`src/hdl/epzi_pkg.sv`:
```
// ----------------------------------------------------------------------------
// epzi_pkg: shared types and constants
// Beat structs, register indexes, operation codes and sequencer states for
// the eased pan/zoom interpolator.
// ----------------------------------------------------------------------------
package epzi_pkg;

	localparam int unsigned PosW  = 32;
	localparam int unsigned ZoomW = 24;
	localparam int unsigned DurW  = 16;
	localparam int unsigned TimeW = 32;
	localparam int unsigned FracW = 16;
	localparam int unsigned MulAW = 34;
	localparam int unsigned MulBW = 18;
	localparam int unsigned MulPW = MulAW + MulBW;

	localparam logic [ZoomW-1:0] ZoomReset = 24'd65536;

	localparam logic [2:0] REG_START_X     = 3'd0;
	localparam logic [2:0] REG_START_Y     = 3'd1;
	localparam logic [2:0] REG_START_ZOOM  = 3'd2;
	localparam logic [2:0] REG_TARGET_X    = 3'd3;
	localparam logic [2:0] REG_TARGET_Y    = 3'd4;
	localparam logic [2:0] REG_TARGET_ZOOM = 3'd5;
	localparam logic [2:0] REG_SMOOTH_MODE = 3'd6;
	localparam logic [2:0] REG_DURATION_MS = 3'd7;

	localparam logic [1:0] OP_UPDATE = 2'd0;
	localparam logic [1:0] OP_START  = 2'd1;
	localparam logic [1:0] OP_CANCEL = 2'd2;

	typedef struct packed {
		logic [1:0]       operation;
		logic [TimeW-1:0] current_time_ms;
	} epzi_in_t;

	typedef struct packed {
		logic signed [PosW-1:0] out_x;
		logic signed [PosW-1:0] out_y;
		logic [ZoomW-1:0]       out_zoom;
		logic                   written;
		logic                   complete;
	} epzi_out_t;

	typedef enum logic [3:0] {
		ST_IDLE,
		ST_DIV,
		ST_SQ,
		ST_CUBE,
		ST_EASE,
		ST_BX,
		ST_BY,
		ST_BZ,
		ST_BZW,
		ST_DONE
	} epzi_state_t;

endpackage

```
`src/hdl/eased_pan_zoom_interpolator.sv`:
```
// ----------------------------------------------------------------------------
// eased_pan_zoom_interpolator: cubic ease-in-out pan and zoom
// Moves x, y and zoom from start toward target values, one result beat per
// input beat, using a bit-serial divider and one shared multiplier.
// ----------------------------------------------------------------------------
//
//   channel | handshake             | payload
//   --------+-----------------------+-----------------------------------
//   in      | in_valid / in_stall   | in_data  (operation, current_time_ms)
//   out     | out_valid / out_stall | out_data (x, y, zoom, written, complete)
//   cfg     | cfg_we                | cfg_index, cfg_data
//
// An eased update runs the divide step (16 quotient bits, one a cycle, then
// the done strobe), then the shared multiplier (square, cube, ease, three
// blends, last product), the result hand-off and the return to idle. Start,
// cancel, jump and finishing updates go straight to the result hand-off.
// The input stalls while an item is at work; a finished result waits in the
// output register, and the next beat is taken meanwhile. Reset returns the
// configuration registers and the sequencer to their reset values and
// disarms.
// ----------------------------------------------------------------------------
module eased_pan_zoom_interpolator import epzi_pkg::*; (
	input  logic            clk,
	input  logic            arst_n,
	input  logic            in_valid,
	output logic            in_stall,
	input  epzi_in_t        in_data,
	output logic            out_valid,
	input  logic            out_stall,
	output epzi_out_t       out_data,
	input  logic            cfg_we,
	input  logic [2:0]      cfg_index,
	input  logic [PosW-1:0] cfg_data
);

	// configuration registers
	logic signed [PosW-1:0] start_x_q, start_y_q, target_x_q, target_y_q;
	logic [ZoomW-1:0]       start_zoom_q, target_zoom_q;
	logic                   smooth_mode_q;
	logic [DurW-1:0]        duration_ms_q;

	// transition state
	logic                   armed_q;
	logic [TimeW-1:0]       begin_time_q;

	epzi_state_t            state_q, state_d;
	epzi_out_t              res_q;
	epzi_out_t              out_q;
	logic                   out_valid_q;
	logic                   lt_q;
	logic [FracW:0]         u_q;
	logic [FracW:0]         e_q;

	logic                   accept;
	logic [TimeW-1:0]       elapsed;
	logic                   finish;
	logic                   upd_armed;
	logic                   land_target;
	logic                   go_ease;
	logic                   div_done;
	logic [DurW-1:0]        quotient;
	logic signed [MulAW-1:0] mul_a;
	logic signed [MulBW-1:0] mul_b;
	logic signed [MulPW-1:0] mul_p;
	logic [FracW:0]         cube;
	logic                   out_free;

	assign accept   = in_valid && !in_stall;
	assign in_stall = (state_q != ST_IDLE);
	assign out_free = !out_valid_q || !out_stall;

	assign elapsed = in_data.current_time_ms - begin_time_q;
	// jump mode, zero duration or time run out: land on the targets
	assign finish  = !smooth_mode_q || (duration_ms_q == '0)
		|| (elapsed >= {{(TimeW-DurW){1'b0}}, duration_ms_q});
	assign upd_armed   = accept && (in_data.operation == OP_UPDATE) && armed_q;
	assign land_target = upd_armed && finish;
	assign go_ease     = upd_armed && !finish;

	// configuration writes
	always_ff @(posedge clk or negedge arst_n) begin
		if (!arst_n) begin
			start_x_q     <= '0;
			start_y_q     <= '0;
			start_zoom_q  <= ZoomReset;
			target_x_q    <= '0;
			target_y_q    <= '0;
			target_zoom_q <= ZoomReset;
			smooth_mode_q <= 1'b0;
			duration_ms_q <= '0;
		end else if (cfg_we) begin
			unique case (cfg_index)
				REG_START_X:     start_x_q     <= cfg_data;
				REG_START_Y:     start_y_q     <= cfg_data;
				REG_START_ZOOM:  start_zoom_q  <= cfg_data[ZoomW-1:0];
				REG_TARGET_X:    target_x_q    <= cfg_data;
				REG_TARGET_Y:    target_y_q    <= cfg_data;
				REG_TARGET_ZOOM: target_zoom_q <= cfg_data[ZoomW-1:0];
				REG_SMOOTH_MODE: smooth_mode_q <= cfg_data[0];
				REG_DURATION_MS: duration_ms_q <= cfg_data[DurW-1:0];
				default: ;
			endcase
		end
	end

	// arm, restart and disarm on accepted beats
	always_ff @(posedge clk or negedge arst_n) begin
		if (!arst_n) begin
			armed_q      <= 1'b0;
			begin_time_q <= '0;
		end else if (accept) begin
			case (in_data.operation)
				OP_START: begin
					armed_q      <= 1'b1;
					begin_time_q <= in_data.current_time_ms;
				end
				OP_CANCEL: armed_q <= 1'b0;
				OP_UPDATE: if (armed_q && finish) armed_q <= 1'b0;
				default: ;
			endcase
		end
	end

	epzi_div u_div (
		.clk      (clk),
		.arst_n   (arst_n),
		.start    (go_ease),
		.dividend (elapsed[DurW-1:0]),
		.divisor  (duration_ms_q),
		.done     (div_done),
		.quotient (quotient)
	);

	epzi_mul u_mul (
		.clk (clk),
		.a   (mul_a),
		.b   (mul_b),
		.p   (mul_p)
	);

	// u^3 / 2^30 covers both halves of the curve (u is t or 1 - t)
	assign cube = mul_p[FracW+30:30];

	// sequencer: state register
	always_ff @(posedge clk or negedge arst_n) begin
		if (!arst_n) state_q <= ST_IDLE;
		else         state_q <= state_d;
	end

	// sequencer: next state and multiplier operands
	always_comb begin
		state_d = state_q;
		mul_a   = '0;
		mul_b   = '0;
		unique case (state_q)
			ST_IDLE: begin
				if (go_ease)     state_d = ST_DIV;
				else if (accept) state_d = ST_DONE;
			end
			ST_DIV:  if (div_done) state_d = ST_SQ;
			ST_SQ: begin
				mul_a   = MulAW'(u_q);
				mul_b   = MulBW'(u_q);
				state_d = ST_CUBE;
			end
			ST_CUBE: begin
				mul_a   = mul_p[MulAW-1:0];
				mul_b   = MulBW'(u_q);
				state_d = ST_EASE;
			end
			ST_EASE: state_d = ST_BX;
			ST_BX: begin
				mul_a   = MulAW'(target_x_q) - MulAW'(start_x_q);
				mul_b   = MulBW'(e_q);
				state_d = ST_BY;
			end
			ST_BY: begin
				mul_a   = MulAW'(target_y_q) - MulAW'(start_y_q);
				mul_b   = MulBW'(e_q);
				state_d = ST_BZ;
			end
			ST_BZ: begin
				mul_a   = MulAW'(target_zoom_q) - MulAW'(start_zoom_q);
				mul_b   = MulBW'(e_q);
				state_d = ST_BZW;
			end
			ST_BZW:  state_d = ST_DONE;
			ST_DONE: if (out_free) state_d = ST_IDLE;
			default: state_d = ST_IDLE;
		endcase
	end

	// result assembly
	always_ff @(posedge clk) begin
		case (state_q)
			ST_IDLE: if (accept) begin
				res_q.written  <= upd_armed;
				res_q.complete <= land_target;
				res_q.out_x    <= land_target ? target_x_q : '0;
				res_q.out_y    <= land_target ? target_y_q : '0;
				res_q.out_zoom <= land_target ? target_zoom_q : '0;
			end
			ST_DIV: if (div_done) begin
				// fold the upper half onto 1 - t
				lt_q <= ~quotient[DurW-1];
				u_q  <= quotient[DurW-1] ? ((FracW+1)'(1 << FracW) - {1'b0, quotient})
				                         : {1'b0, quotient};
			end
			ST_EASE: e_q <= lt_q ? cube : ((FracW+1)'(1 << FracW) - cube);
			ST_BY:   res_q.out_x    <= start_x_q + mul_p[PosW+FracW-1:FracW];
			ST_BZ:   res_q.out_y    <= start_y_q + mul_p[PosW+FracW-1:FracW];
			ST_BZW:  res_q.out_zoom <= start_zoom_q + mul_p[ZoomW+FracW-1:FracW];
			default: ;
		endcase
	end

	// output register: hold until taken, load from the finished result
	always_ff @(posedge clk or negedge arst_n) begin
		if (!arst_n) begin
			out_valid_q <= 1'b0;
		end else if (state_q == ST_DONE && out_free) begin
			out_valid_q <= 1'b1;
		end else if (!out_stall) begin
			out_valid_q <= 1'b0;
		end
	end

	always_ff @(posedge clk) begin
		if (state_q == ST_DONE && out_free) out_q <= res_q;
	end

	assign out_valid = out_valid_q;
	assign out_data  = out_q;

	a_busy_stalls: assert property (@(posedge clk) disable iff (!arst_n)
		state_q != ST_IDLE |-> in_stall)
		else $error("input taken while an item is at work");

	a_div_in_div: assert property (@(posedge clk) disable iff (!arst_n)
		div_done |-> state_q == ST_DIV)
		else $error("divider finished outside the divide step");

	a_complete_written: assert property (@(posedge clk) disable iff (!arst_n)
		out_valid && out_data.complete |-> out_data.written)
		else $error("completion flagged on an unwritten result");

	a_unwritten_zero: assert property (@(posedge clk) disable iff (!arst_n)
		out_valid && !out_data.written |->
			out_data.out_x == '0 && out_data.out_y == '0 && out_data.out_zoom == '0)
		else $error("unwritten result carries data");

	a_ease_disarm: assert property (@(posedge clk) disable iff (!arst_n)
		go_ease |=> armed_q)
		else $error("eased update disarmed the transition");

endmodule

```
`src/hdl/epzi_div.sv`:
```
// ----------------------------------------------------------------------------
// epzi_div: restoring fraction divider
// Produces floor(dividend * 2^16 / divisor) for dividend < divisor, one
// quotient bit per cycle.
// ----------------------------------------------------------------------------
module epzi_div import epzi_pkg::*; (
	input  logic            clk,
	input  logic            arst_n,
	input  logic            start,
	input  logic [DurW-1:0] dividend,
	input  logic [DurW-1:0] divisor,
	output logic            done,
	output logic [DurW-1:0] quotient
);

	logic [DurW-1:0]          rem_q;
	logic [DurW-1:0]          quo_q;
	logic [DurW-1:0]          dsr_q;
	logic [$clog2(DurW)-1:0]  cnt_q;
	logic                     busy_q;
	logic                     done_q;
	logic [DurW:0]            shifted;
	logic [DurW:0]            trial;
	logic                     qbit;
	logic                     last_bit;

	assign shifted  = {rem_q, 1'b0};
	assign trial    = shifted - {1'b0, dsr_q};
	assign qbit     = ~trial[DurW];
	assign last_bit = (cnt_q == $clog2(DurW)'(DurW - 1));

	always_ff @(posedge clk or negedge arst_n) begin
		if (!arst_n) begin
			busy_q <= 1'b0;
			done_q <= 1'b0;
			cnt_q  <= '0;
		end else begin
			done_q <= busy_q && !start && last_bit;
			if (start) begin
				busy_q <= 1'b1;
				cnt_q  <= '0;
			end else if (busy_q) begin
				cnt_q <= cnt_q + 1'b1;
				if (last_bit) begin
					busy_q <= 1'b0;
				end
			end
		end
	end

	// payload: remainder, quotient and divisor
	always_ff @(posedge clk) begin
		if (start) begin
			rem_q <= dividend;
			dsr_q <= divisor;
			quo_q <= '0;
		end else if (busy_q) begin
			rem_q <= qbit ? trial[DurW-1:0] : shifted[DurW-1:0];
			quo_q <= {quo_q[DurW-2:0], qbit};
		end
	end

	assign done     = done_q;
	assign quotient = quo_q;

endmodule

```
`src/hdl/epzi_mul.sv`:
```
// ----------------------------------------------------------------------------
// epzi_mul: shared signed multiplier
// One registered signed product, reused for the square, the cube and the three blends.
// ----------------------------------------------------------------------------
module epzi_mul import epzi_pkg::*; (
	input  logic                    clk,
	input  logic signed [MulAW-1:0] a,
	input  logic signed [MulBW-1:0] b,
	output logic signed [MulPW-1:0] p
);

	logic signed [MulPW-1:0] p_q;

	always_ff @(posedge clk) begin
		p_q <= MulPW'(a) * MulPW'(b);
	end

	assign p = p_q;

endmodule
```
`config.mk`:
```
export PLATFORM = sky130hd
export DESIGN_NAME = eased_pan_zoom_interpolator
export DESIGN_NICKNAME = d
export VERILOG_FILES = /design/src/hdl/epzi_pkg.sv /design/src/hdl/eased_pan_zoom_interpolator.sv /design/src/hdl/epzi_div.sv /design/src/hdl/epzi_mul.sv
export SDC_FILE = /design/constraint.sdc
export NUM_CORES = 2
export LEC_CHECK = 0
export BUFFER_PORTS_ARGS = -buffer_cell sky130_fd_sc_hd__buf_2
export CORE_UTILIZATION = 65
export DETAILED_ROUTE_END_ITERATION = 8
export HOLD_SLACK_MARGIN = 0.05
export PLACE_DENSITY = 0.92
export SETUP_SLACK_MARGIN = 0.2
export SLEW_MARGIN = 20
export SYNTH_ARGS = -nofsm -noshare
export SYNTH_HDL_FRONTEND = slang
export SYNTH_SLANG_ARGS = --single-unit
```
`constraint.sdc`:
```
create_clock -name clk -period 12.5 [get_ports clk]
set_input_delay 1.25 -clock clk [delete_from_list [all_inputs] [get_ports clk]]
set_output_delay 1.25 -clock clk [all_outputs]
set_load 0.05 [all_outputs]
```
==> flow_results.org <==
** Yosys
- Of all cell types, the one taking the most synthesized area is sky130_fd_sc_hd__fa_1.
- A synthesized cell averages 9.42 sq um.
- Summing the sequential cell areas from Yosys gives 28.4% of the chip area.
- When the netlist entered floorplanning its net count stood at 6420.
- Number of storage elements in the synthesis netlist :: ~550
- Yosys printed 0 warnings.
- Of all flip-flops after synthesis, the portion carrying an async set or reset was a little over two fifths.
- Sorting the synthesized cells by area gives the leading types as sky130_fd_sc_hd__fa_1 (21%), sky130_fd_sc_hd__edfxtp_1 (14%), sky130_fd_sc_hd__dfrtp_1 (11%).
- Number of flops mapped to enable cells by yosys :: roughly 250
- Yosys top cell area share :: between 20% and 30%
- Synthesis instantiated 96 different standard cells from the library.
- Cell Area, Synth :: just over 50000 sq um
- Synthesis produced around 5.5k cells.
- Prevailing post-synth register cell :: sky130_fd_sc_hd__edfxtp_1

** Global route
- The initial antenna violation count is 12.
- Met2 track utilization from global routing :: 60.1%
- First-pass GRT wire length :: between 200000 and 250000 um
- Vias in the first global route :: between 40k and 50k
- GRT busiest layer :: met2
- For met1 alone, demand over resource in global routing was a little over 50%.
- Maximum number of pins on one net before global-route repair :: around 110
- Global routing used 39.5% of the available tracks.
- Remaining Overflow, GRT :: 0
- Met3 Usage GRT :: under 10%

** Timing
- For this run, the top clock speed supported by timing is roughly 95 MHz.
- Final hold violations :: 0
- Clock Skews :: approximately 0.053 ns
- Setup violations remaining at the end of the flow were counted as 0.
- Max-slew violation count :: 0
- Period minus WS final :: approximately 11 ns
- Max-slew headroom :: approximately 18%
- Final clock period utilization by the worst path :: around 84%
- Setup repair after global routing left no endpoint under its margin.
- After routing, the total negative slack on setup checks comes to 0 ns.
- The tightest hold path in the finished design has a slack of approximately 0.42 ns.
- At the pin with the least slew margin, the transition time is between 1 and 1.5 ns.

** Clock tree
- Clock slew seen by the registers of the worst setup and hold paths :: ~0.070 ns
- Post-cts hold buffer count :: 0
- Postcts setup bufs :: 0
- The clock tree synthesis step divided the H-tree into 2 levels.
- Clock insertion delay at the later pin of the skew report :: between 0.6 and 0.7 ns
- Once the clock tree was built, the resizer swapped 0 gates to a different size.
- Clock Tree Buf Depth :: 3
- Clock buffer count from CTS :: 54
- Clk sink count :: ~550
- CTS placed an instance of sky130_fd_sc_hd__clkbuf_16 at the clock tree root.
- TritonCTS clock tree :: built

** Drt
- DRC violation total after the first TritonRoute iteration :: ~5.5k
- After detailed routing, the number of remaining DRC violations is 0.
- Routed len/inst :: between 20 and 25 um
- Dividing the detail-routed via count by the number of cells gives approximately 6.5.
- Summed over all layers, the routed wires come to about 160000 um.
- Total vias in the final route :: between 40k and 50k
- In this run the remaining antenna-violating nets after routing total 0.
- The pre-antenna-repair detailed-routing pass consisted of 8 iterations.

** Floorplan
- For this configuration, the core starts out at a cell density of 66.1%.
- Measured along the y axis, the die boundary spans ~280 um.
- Horizontal extent of the die :: between 200 and 300 um
- Total core area :: 77800 sq um
- Pin placement for this block handled around 170 I/O pins.
- The die covers roughly 80000 sq um.
- Row count :: 102

** Power
- PwrDens :: 140 nW/um^2
- Overall power consumption after layout is estimated at around 7800 uW.
- Maximum vdd drop :: between 0.1 and 0.15 mV
- Standby leakage power :: approximately 0.026 uW

** Cells and area
- Total Nets Final :: roughly 6.5k
- The library cells used most frequently in the layout, excluding fill and tap cells, are sky130_fd_sc_hd__inv_1 (882), sky130_fd_sc_hd__fa_1 (530), sky130_fd_sc_hd__nor2_1 (503).
- Of the cells placed in the final design, the portion with a size suffix greater than 1 is about 11%.
- The area growth from synthesis to layout is 7.87%.
- Most common library cell in the layout ignoring fill and taps :: sky130_fd_sc_hd__inv_1

** Worst setup path
- Cell family contributing the most delay on the critical path :: adder cells
- Critical-path maximum fanout :: 5
- In this run the register-to-register setup slack is between 1.5 and 2 ns.
- The worst setup path is captured at a flip-flop.
- For this run, the slowest stage of the critical path takes about 0.74 ns.
- For the worst flop-to-flop path, the logic depth is 35.
- The number of buffers and inverters on the critical path is 4.
- Counting buffers and inverters, the worst setup path is 35 cells deep.
- Type of the worst setup path :: reg2reg
- Worst path slowest cell :: sky130_fd_sc_hd__o21ai_0
- In this design, the critical path's most frequently occurring cell is sky130_fd_sc_hd__fa_1.
- For the worst setup path, the data required time is 12.99 ns.
- In this run the critical register-to-register path is captured at u_mul.p[46]$_DFF_P_.
- In this run the worst setup path begins at start_zoom_q[0]$_DFFE_PN0P_.
- The worst register-to-register path begins at start_zoom_q[0]$_DFFE_PN0P_.
- Critical Path Start Type :: flip-flop
- Last element of the critical path :: u_mul.p[46]$_DFF_P_
- STA puts the critical path data arrival time at about 11 ns.

** Min path
- Classification of the worst-slack hold path :: reg2reg

** Place
- During placement, the flow inserted port buffers numbering 165.
- The congestion estimate from routability-driven global placement came to between 1 and 1.5.
- DP Wirelength :: roughly 120000 um

** Run status
- The flow ran to the end, and the final reports show no timing, DRC or antenna violations.

** Run
- Number of violations of the max-capacitance limit :: 0
flip-flops by register name, summed over array words and instances (netlist names), 4 cells and up:
name	cells
u_q	17
u_div.quotient	16
e_q	17
u_div.rem_q	16
start_y_q	32
target_x_q	32
state_q	4
out_data	90
start_zoom_q	24
duration_ms_q	16
u_mul.p	48
res_q	90
target_zoom_q	24
u_div.dsr_q	16
target_y_q	32
begin_time_q	32
start_x_q	32
u_div.cnt_q	4
kinds of logic after synthesis:
family                     synth area share (%)
and+or+nand+nor                            12.7
buffers and inverters                      7.92
AOI/OAI and AO/OA                          13.1
adders and majority gates                  29.1
DFF                                        28.4
xor gates and xnor gates                   4.24
muxes                                      4.39
other                                   0.00729
cell type report:
| cell class | count | area (sq um) |
|---|---|---|
| multi-input cells | 3837 | 32900 |
| fillers | 5422 | 22300 |
| flip-flops and latches | 548 | 14600 |
| inverters | 883 | 3310 |
| clock buffers | 69 | 1500 |
| repair buffers | 244 | 1430 |
| well taps | 1040 | 1300 |
| clock inverters | 32 | 389 |
| diodes | 4 | 10.0 |
synth_stat cells, types with 15 or more instances:
cell,count
sky130_fd_sc_hd__mux2i_1,52
sky130_fd_sc_hd__o21a_1,54
sky130_fd_sc_hd__inv_1,883
sky130_fd_sc_hd__nand2_1,489
sky130_fd_sc_hd__o21bai_1,22
sky130_fd_sc_hd__nor4_1,31
sky130_fd_sc_hd__fa_1,530
sky130_fd_sc_hd__a21o_1,100
sky130_fd_sc_hd__edfxtp_1,247
sky130_fd_sc_hd__nor2_1,506
sky130_fd_sc_hd__nand2b_1,71
sky130_fd_sc_hd__dfxtp_1,64
sky130_fd_sc_hd__o21ai_0,246
sky130_fd_sc_hd__or3_1,17
sky130_fd_sc_hd__a22oi_1,21
sky130_fd_sc_hd__and3_1,27
sky130_fd_sc_hd__xnor2_1,143
sky130_fd_sc_hd__xor2_1,106
sky130_fd_sc_hd__nor3_1,56
sky130_fd_sc_hd__a211oi_1,28
sky130_fd_sc_hd__o22ai_1,83
sky130_fd_sc_hd__mux2_2,149
sky130_fd_sc_hd__a31oi_1,35
sky130_fd_sc_hd__ha_1,351
sky130_fd_sc_hd__a21oi_1,248
sky130_fd_sc_hd__nand3_1,66
sky130_fd_sc_hd__and2_1,15
sky130_fd_sc_hd__nand4_1,20
sky130_fd_sc_hd__or2_2,66
sky130_fd_sc_hd__nor2b_1,33
sky130_fd_sc_hd__o211ai_1,25
sky130_fd_sc_hd__o31ai_1,21
sky130_fd_sc_hd__clkbuf_1,177
sky130_fd_sc_hd__dfrtp_1,235
power by group:
group          leakage [uW]  switching [uW]  internal (uW)
Clock              0.000915             773            984
Combinational        0.0189            2350           1160
Sequential          0.00567             217           2310
Total                0.0255            3340           4450
through the flow:
step	worst slack (ns)	cell area (sq um)	cells	util, %
CTS	2.18	55500	6653	71.3
floorplan	3.65	51500	5465	-
detailed placement	2.31	53600	6552	68.9
finish	1.97	55500	6657	71.3
global placement	2.53	53600	6552	68.9
global route	1.50	55500	6654	71.3
worst reg2reg max path, delay by kind of cell (launching register included):
family                   cells  cell delay, ns
buffers and inverters        4            0.22
AND/OR/NAND/NOR              9            1.90
adder cells (fa/ha/maj)      9            4.10
AO/OA/AOI/OAI               11            3.52
XOR/XNOR                     2            0.26
flip-flops                   1            0.41
worst min-delay path by stage:
stage	from	endpoint	slack, ns	depth (start not counted)
2_1_floorplan	res_q[0]$_DFFE_PP_	out_data[0]$_DFFE_PP_	0.40	0
3_3_place_gp	res_q[6]$_DFFE_PP_	out_data[6]$_DFFE_PP_	0.40	0
3_5_place_dp	res_q[0]$_DFFE_PP_	out_data[0]$_DFFE_PP_	0.40	0
4_1_cts	res_q[0]$_DFFE_PP_	out_data[0]$_DFFE_PP_	0.42	0
5_1_grt	res_q[88]$_DFFE_PP_	out_data[88]$_DFFE_PP_	0.42	0
6_report	res_q[83]$_DFFE_PP_	out_data[83]$_DFFE_PP_	0.42	0
metal layers:
| metal | wire length, um | vias to the layer above |
|---|---|---|
| met5 | 126 | - |
| met2 | 69900 | 3115 |
| met1 | 56700 | 20951 |
| met3 | 20000 | 811 |
| met4 | 12200 | 18 |
| li1 | - | 18370 |
Note: power is estimated with default switching activity, not from simulation.
